<file path="config.mk">
export PLATFORM = sky130hd
export DESIGN_NAME = cpci_div_cell
export DESIGN_NICKNAME = d
export VERILOG_FILES = /design/src/rtl/cpci_pkg.sv /design/src/rtl/cpci_div_cell.sv
export SDC_FILE = /design/constraint.sdc
export NUM_CORES = 1
export LEC_CHECK = 0
export BUFFER_PORTS_ARGS = -buffer_cell sky130_fd_sc_hd__buf_2
export CORE_AREA = 4 4 192 194
export CTS_BUF_LIST = sky130_fd_sc_hd__clkbuf_4 sky130_fd_sc_hd__clkbuf_8
export CTS_CLUSTER_SIZE = 24
export DETAILED_ROUTE_END_ITERATION = 12
export DIE_AREA = 0 0 196 198
export GPL_ROUTABILITY_DRIVEN = 0
export PLACE_DENSITY_LB_ADDON = 0.2
export RECOVER_POWER = 100
export SYNTH_ARGS = -nofsm -noshare
export SYNTH_HDL_FRONTEND = slang
export SYNTH_SLANG_ARGS = --single-unit
</file>
<file path="constraint.sdc">
create_clock -name clk -period 7.9 [get_ports clk]
set_clock_uncertainty 0.1 [all_clocks]
set_input_delay 1.185 -clock clk [delete_from_list [all_inputs] [get_ports clk]]
set_output_delay 1.185 -clock clk [all_outputs]
set_load 0.03 [all_outputs]
</file>
<file path="src/rtl/cpci_pkg.sv">
// ----------------------------------------------------------------------------
// cpci_pkg
// Shared widths, request and pipeline types and the saturation helper for the
// two-disc collision impulse pipeline.
// ----------------------------------------------------------------------------
package cpci_pkg;

  localparam int PW    = 16;          // position / velocity width
  localparam int RW    = 12;          // radius width
  localparam int DXW   = PW + 1;      // centre / velocity difference
  localparam int MAGW  = RW + 1;      // |dx| while discs overlap
  localparam int DISTW = 2 * MAGW;    // |d|^2 while discs overlap
  localparam int DOTW  = 31;          // -dot while discs overlap
  localparam int SCW   = DOTW + 9;    // (256 + e) * -dot
  localparam int NW    = MAGW + SCW + 1; // rounded numerator
  localparam int DW    = DISTW + 8;   // 256 * |d|^2
  localparam int QW    = 19;          // impulse magnitude bits
  localparam int SW    = QW + 2;      // velocity minus impulse

  localparam logic [7:0] RESTITUTION_RST = 8'd51;

  typedef struct packed {
    logic signed [PW-1:0] p1x;
    logic signed [PW-1:0] p1y;
    logic signed [PW-1:0] v1x;
    logic signed [PW-1:0] v1y;
    logic        [RW-1:0] r1;
    logic signed [PW-1:0] p2x;
    logic signed [PW-1:0] p2y;
    logic signed [PW-1:0] v2x;
    logic signed [PW-1:0] v2y;
    logic        [RW-1:0] r2;
  } cpci_req_t;

  typedef struct packed {
    logic                 vld;
    logic                 applied;
    logic                 neg_x;
    logic                 neg_y;
    logic signed [PW-1:0] v1x;
    logic signed [PW-1:0] v1y;
    logic signed [PW-1:0] v2x;
    logic signed [PW-1:0] v2y;
  } cpci_tag_t;

  typedef struct packed {
    cpci_tag_t     tag;
    logic [NW-1:0] rem_x;
    logic [NW-1:0] rem_y;
    logic [DW-1:0] den;
    logic [QW-1:0] q_x;
    logic [QW-1:0] q_y;
  } cpci_div_t;

  function automatic logic signed [PW-1:0] sat16(input logic signed [SW-1:0] v);
    logic signed [SW-1:0] hi;
    logic signed [SW-1:0] lo;
    hi = SW'(32767);
    lo = -SW'(32768);
    if (v > hi) begin
      return 16'sh7fff;
    end else if (v < lo) begin
      return 16'sh8000;
    end else begin
      return v[PW-1:0];
    end
  endfunction

endpackage

</file>
<file path="src/rtl/cpci_div_cell.sv">
// ----------------------------------------------------------------------------
// cpci_div_cell
// One restoring-division cell: resolves one quotient bit for both impulse
// components and hands the remainders on to the next cell.
// ----------------------------------------------------------------------------
module cpci_div_cell #(
  parameter int BIT = 0
) (
  input  logic                clk,
  input  logic                rst_n,
  input  logic                en,
  input  cpci_pkg::cpci_div_t d_in,
  output cpci_pkg::cpci_div_t d_out
);
  import cpci_pkg::*;

  cpci_div_t     cell_r;
  cpci_div_t     cell_nxt;
  logic [NW-1:0] trial;
  logic          ge_x, ge_y;

  always_comb begin
    trial    = NW'(d_in.den) << BIT;
    ge_x     = d_in.rem_x >= trial;
    ge_y     = d_in.rem_y >= trial;
    cell_nxt = d_in;
    if (ge_x) begin
      cell_nxt.rem_x = d_in.rem_x - trial;
    end
    if (ge_y) begin
      cell_nxt.rem_y = d_in.rem_y - trial;
    end
    cell_nxt.q_x[BIT] = ge_x;
    cell_nxt.q_y[BIT] = ge_y;
  end

  always_ff @(posedge clk) begin
    if (!rst_n) begin
      cell_r.tag.vld <= 1'b0;
    end else if (en) begin
      cell_r <= cell_nxt;
    end
  end

  assign d_out = cell_r;

endmodule

</file>
# Word level (Yosys, flattened, before mapping)
# Cells that the tools add are included.
[totals] register_bits=248 latchBits=0 mem_bits_rw=0 rom_bits=0 in_bits=251 out_inout_bits=248 wordCells=20 n_memories=0
[classes] n_addsub=2 multipliers=0 div=0 magnitude_cmp=2 n_eq_ne=0 n_shift=0 muxes=2 bitwise=0 n_reduce_logical=1
[ops] cell="$ge 54x34->1" count=2
[ops] cell="$mux 54" count=2
[ops] cell="$sub 54x34->54" count=2
[ops] cell="$reduce_and 2->1" count=1

# Longest topological paths before layout
[depth] depth_word=2 depth_mapped=15 mapped_depth_nobuf=14

# Least setup slack after synthesis
# Ideal clock, no wire load.
[synth_path] path_type="input-to-reg" from="input port en" to="register cell_r, in the netlist d_out[0] (enable)" setup_time_ns=0.638 t_arrival_ns=6.770 required_ns=7.162 slack_ns=0.392 stages=1 n_path_buf=0 cell_sequence="and2_1"
[synth_via] elab_chain_len=1
[synth_rtl] item="start, declared" line="cpci_div_cell.sv:11" source="input logic en,"
[synth_rtl] item="$reduce_and 2->1 (no line)"
[synth_rtl] item="end signal, assigned" line="cpci_div_cell.sv:41" source="cell_r <= cell_nxt;"
[synth_rtl] item="end, declared" line="cpci_div_cell.sv:17" source="cpci_div_t cell_r;"
# No other way between the ends.
# A chain may end at the register's enable or synchronous reset.

==> metrics.md <==
| Metric | Value |
|---|---|
| Max reg flops | `248` |
| Max cap viols | `3` |
| Clk_lat worst skew | `0.60 ns` |
| Area grow syn2layout | `26.9%` |
| DR WL met3 | `3980 um` |
| Unrepaired setup endpoints after global routing | `no` |
| Initial antenna violation count | `15` |
| Filler Cell Count | `3525` |
| Number of H-tree levels | `2` |
| Die area | `around 39000 um2` |
| Clock slew at reported path FFs | `~0.060 ns` |
| Largest net degree at the start of global routing | `between 100 and 150` |
| Slew headroom | `-1.06` |
| Worst Tran Pin Value | `3.09 ns` |
| LEAKAGE | `between 0.006 and 0.007 uW` |
| Mapped Cells | `1159` |
| CP required | `about 8.0 ns` |
| Worst reg2reg path endpoint | `d_out[247]$_SDFFE_PN0P_` |
| Fin. Hold Viols | `0` |
| Vias/cell | `between 5 and 6` |
| Residual DRC | `0` |
| Iter 0 DRT Violations | `600` |
| R2R depth | `2` |
| DP Worst Slack | `~2.7 ns` |
| Mean post-synth cell area | `11.3 um2` |
| WL met2 | `21600 um` |
| Setup Crit Path Kind | `in -> reg` |
| Vias | `11020` |
| Crit start category | `primary input` |
| Hold Crit Depth | `2` |
| CP arrival | `5.63 ns` |
| Slowest CP cell | `clkbuf_1` |
| Die W | `196 um` |
| Most frequent cells in the layout | `clkbuf_1 (274), edfxtp_1 (247), buf_2 (223)` |
| CP top delay family | `buffers and inverters` |
| Most used DFF post-synth | `edfxtp_1` |
| Num Clock Sinks | `around 250` |
| Post-Route WL | `44900 um` |
| Total Routing Usage GR | `0.218` |
| Post-route design area | `16600 um2` |
| Pre-antenna DRT Iters | `5` |
| Synth async-reset ratio | `0` |
| Fin crit share | `0.697` |
| Register bit total from synthesis | `248` |
| Crit path time final | `about 5.5 ns` |
| Most frequent CP cell | `clkbuf_1` |
| Post-DP HPWL | `35500 um` |
| PnR worst setup slack | `2.39 ns` |
| Post-synthesis sequential area ratio | `0.569` |
| Fin. max-slew vios | `195` |
| Hold_sp | `d_out[247]$_SDFFE_PN0P_` |
| Syn nets | `1480` |
| CP max FO | `68` |
| Layout cell share with drive strength beyond 1 | `0.186` |
| Post-CTS Setup Inserts | `0` |
| Clock Tree Buf Depth | `3` |
| HP Class | `reg -> reg` |
| CP Cell Sequence | `clkbuf_1 -> ha_1 -> inv_1 -> fa_1 -> a211oi_1 -> nor2_1 -> o2111ai_1 -> and3b_1 -> o31a_2 -> clkbuf_1 -> o21ai_0` |
| WL met1 | `17700 um` |
| Antenna Nets Post-Route | `0` |
| Distinct cells, synth | `60` |
| First-pass GRT wire length | `64400 um` |
| TritonCTS buffer count | `46` |
| Fmax | `182 MHz` |
| Root buf cell | `clkbuf_8` |
| Slowest stage delay, CP | `1.80 ns` |
| Routed length per instance | `a little over 20 um` |
| Failing checks | `max-capacitance violations, max-slew violations` |
| GRT overflow | `0` |
| CTS tree | `yes` |
| Hold buffer count at cts | `0` |
| Vias in the first global route | `between 10000 and 15000` |
| Final core occ | `0.471` |
| Setup TNS | `0 ns` |
| Setup Viol. Count Final | `0` |
| Mapped Area | `roughly 13000 um2` |
| Post-place instance area | `about 16000 um2` |
| Critical R2R Launch | `d_out[247]$_SDFFE_PN0P_` |
| WHS Endpoint | `d_out[247]$_SDFFE_PN0P_` |
| Yosys warnings | `0` |
| Pwr dens | `223 nW/um2` |
| Most common cell after layout, fill and taps aside | `clkbuf_1` |
| Status | `complete, but fails checks` |
| I/O pin count | `499` |
| Row cnt | `69` |
| Buffers on Ports | `~500` |
| WP buf/inv | `3` |
| Maximum vdd ir drop | `between 0.1 and 0.15 mV` |
| Max layer used | `met5` |
| Crit path capture type | `register` |
| R2r setup slk | `7.21 ns` |
| CORE AREA | `35200 um2` |
| Starting Density | `0.371` |
| Number of synthesized flops with an enable pin | `247` |
| Layout net count | `1984` |
| CTS resizes | `0` |
| Die Height | `198 um` |
-- cells by family (layout without fill, tap and decap cells) --
group                    after synthesis  in the layout  synth area share
AND/OR/NAND/NOR                      355            355             0.130
AO/OA/AOI/OAI                        280            280             0.131
flip-flops                           248            248             0.569
XOR/XNOR                             101            101            0.0677
buffers and inverters                101            639            0.0303
adder cells (fa/ha/maj)               70             70            0.0682
multiplexers                           4              4           0.00335
other                                  0              6                 0
-- worst max path at each step --
stage	startpoint	endpoint	slack (ns)	cells past startpoint
after global placement	d_in[39]	d_out[173]$_DFFE_PP_	2.68	12
final	d_in[38]	d_out[87]$_DFFE_PP_	2.39	11
after CTS	d_in[39]	d_out[173]$_DFFE_PP_	3.30	12
after global routing	d_in[38]	d_out[91]$_DFFE_PP_	1.86	11
after floorplan	en	d_out[0]$_DFFE_PP_	0.39	1
after detailed placement	d_in[39]	d_out[173]$_DFFE_PP_	2.69	12
-- cell type report --
type,count,area (um2),share of cell area
antenna,6,15.0,0.000905
clock buffer,60,763,0.0460
clock inverter,22,165,0.00995
inverter,56,210,0.0127
multi-input combinational,810,5240,0.316
sequential,248,7440,0.448
tap,461,577,0.0348
timing repair buffer,501,2180,0.132
-- report_power, final --
part / total [uW] / switching [uW] / internal (uW)
clock: 1270 / 571 / 699
combinational: 819 / 572 / 246
sequential: 1620 / 29.2 / 1590
-- synth_stat cells (11+ instances only) --
cell type / number / area, um2
o21bai_1: 17 / 128
nor4_1: 17 / 106
nor3_1: 26 / 130
nand2_1: 134 / 503
nand4_1: 23 / 144
xnor2_1: 54 / 473
a21o_1: 30 / 225
nor2_1: 68 / 255
xor2_1: 47 / 412
ha_1: 68 / 851
clkbuf_1: 42 / 158
o21ai_0: 94 / 470
o21a_1: 11 / 82.6
edfxtp_1: 247 / 7420
nand3_1: 28 / 140
inv_1: 56 / 210
a21oi_1: 70 / 350
-- routing by layer --
metal	vias up	global-route usage
li1	5334	-
met1	5138	0.258
met2	447	0.370
met3	85	0.0718
met4	16	0.0859
met5	-	0
-- through the flow --
stage	total power [uW]	cells	hold slack, ns
5_1_grt	3890	2159	0.455
2_1_floorplan	2200	1159	0.540
4_1_cts	3780	2158	0.426
6_report	3710	2164	0.428
3_3_place_gp	2480	2076	0.399
3_5_place_dp	2490	2076	0.407
-- tightest hold or removal path: cells and delay by family (launching register included) --
family / cells / cell delay (ns)
flops: 1 / 0.33
mux: 1 / 0.07
simple gates: 1 / 0.10
(Power assumes the default switching activity.)
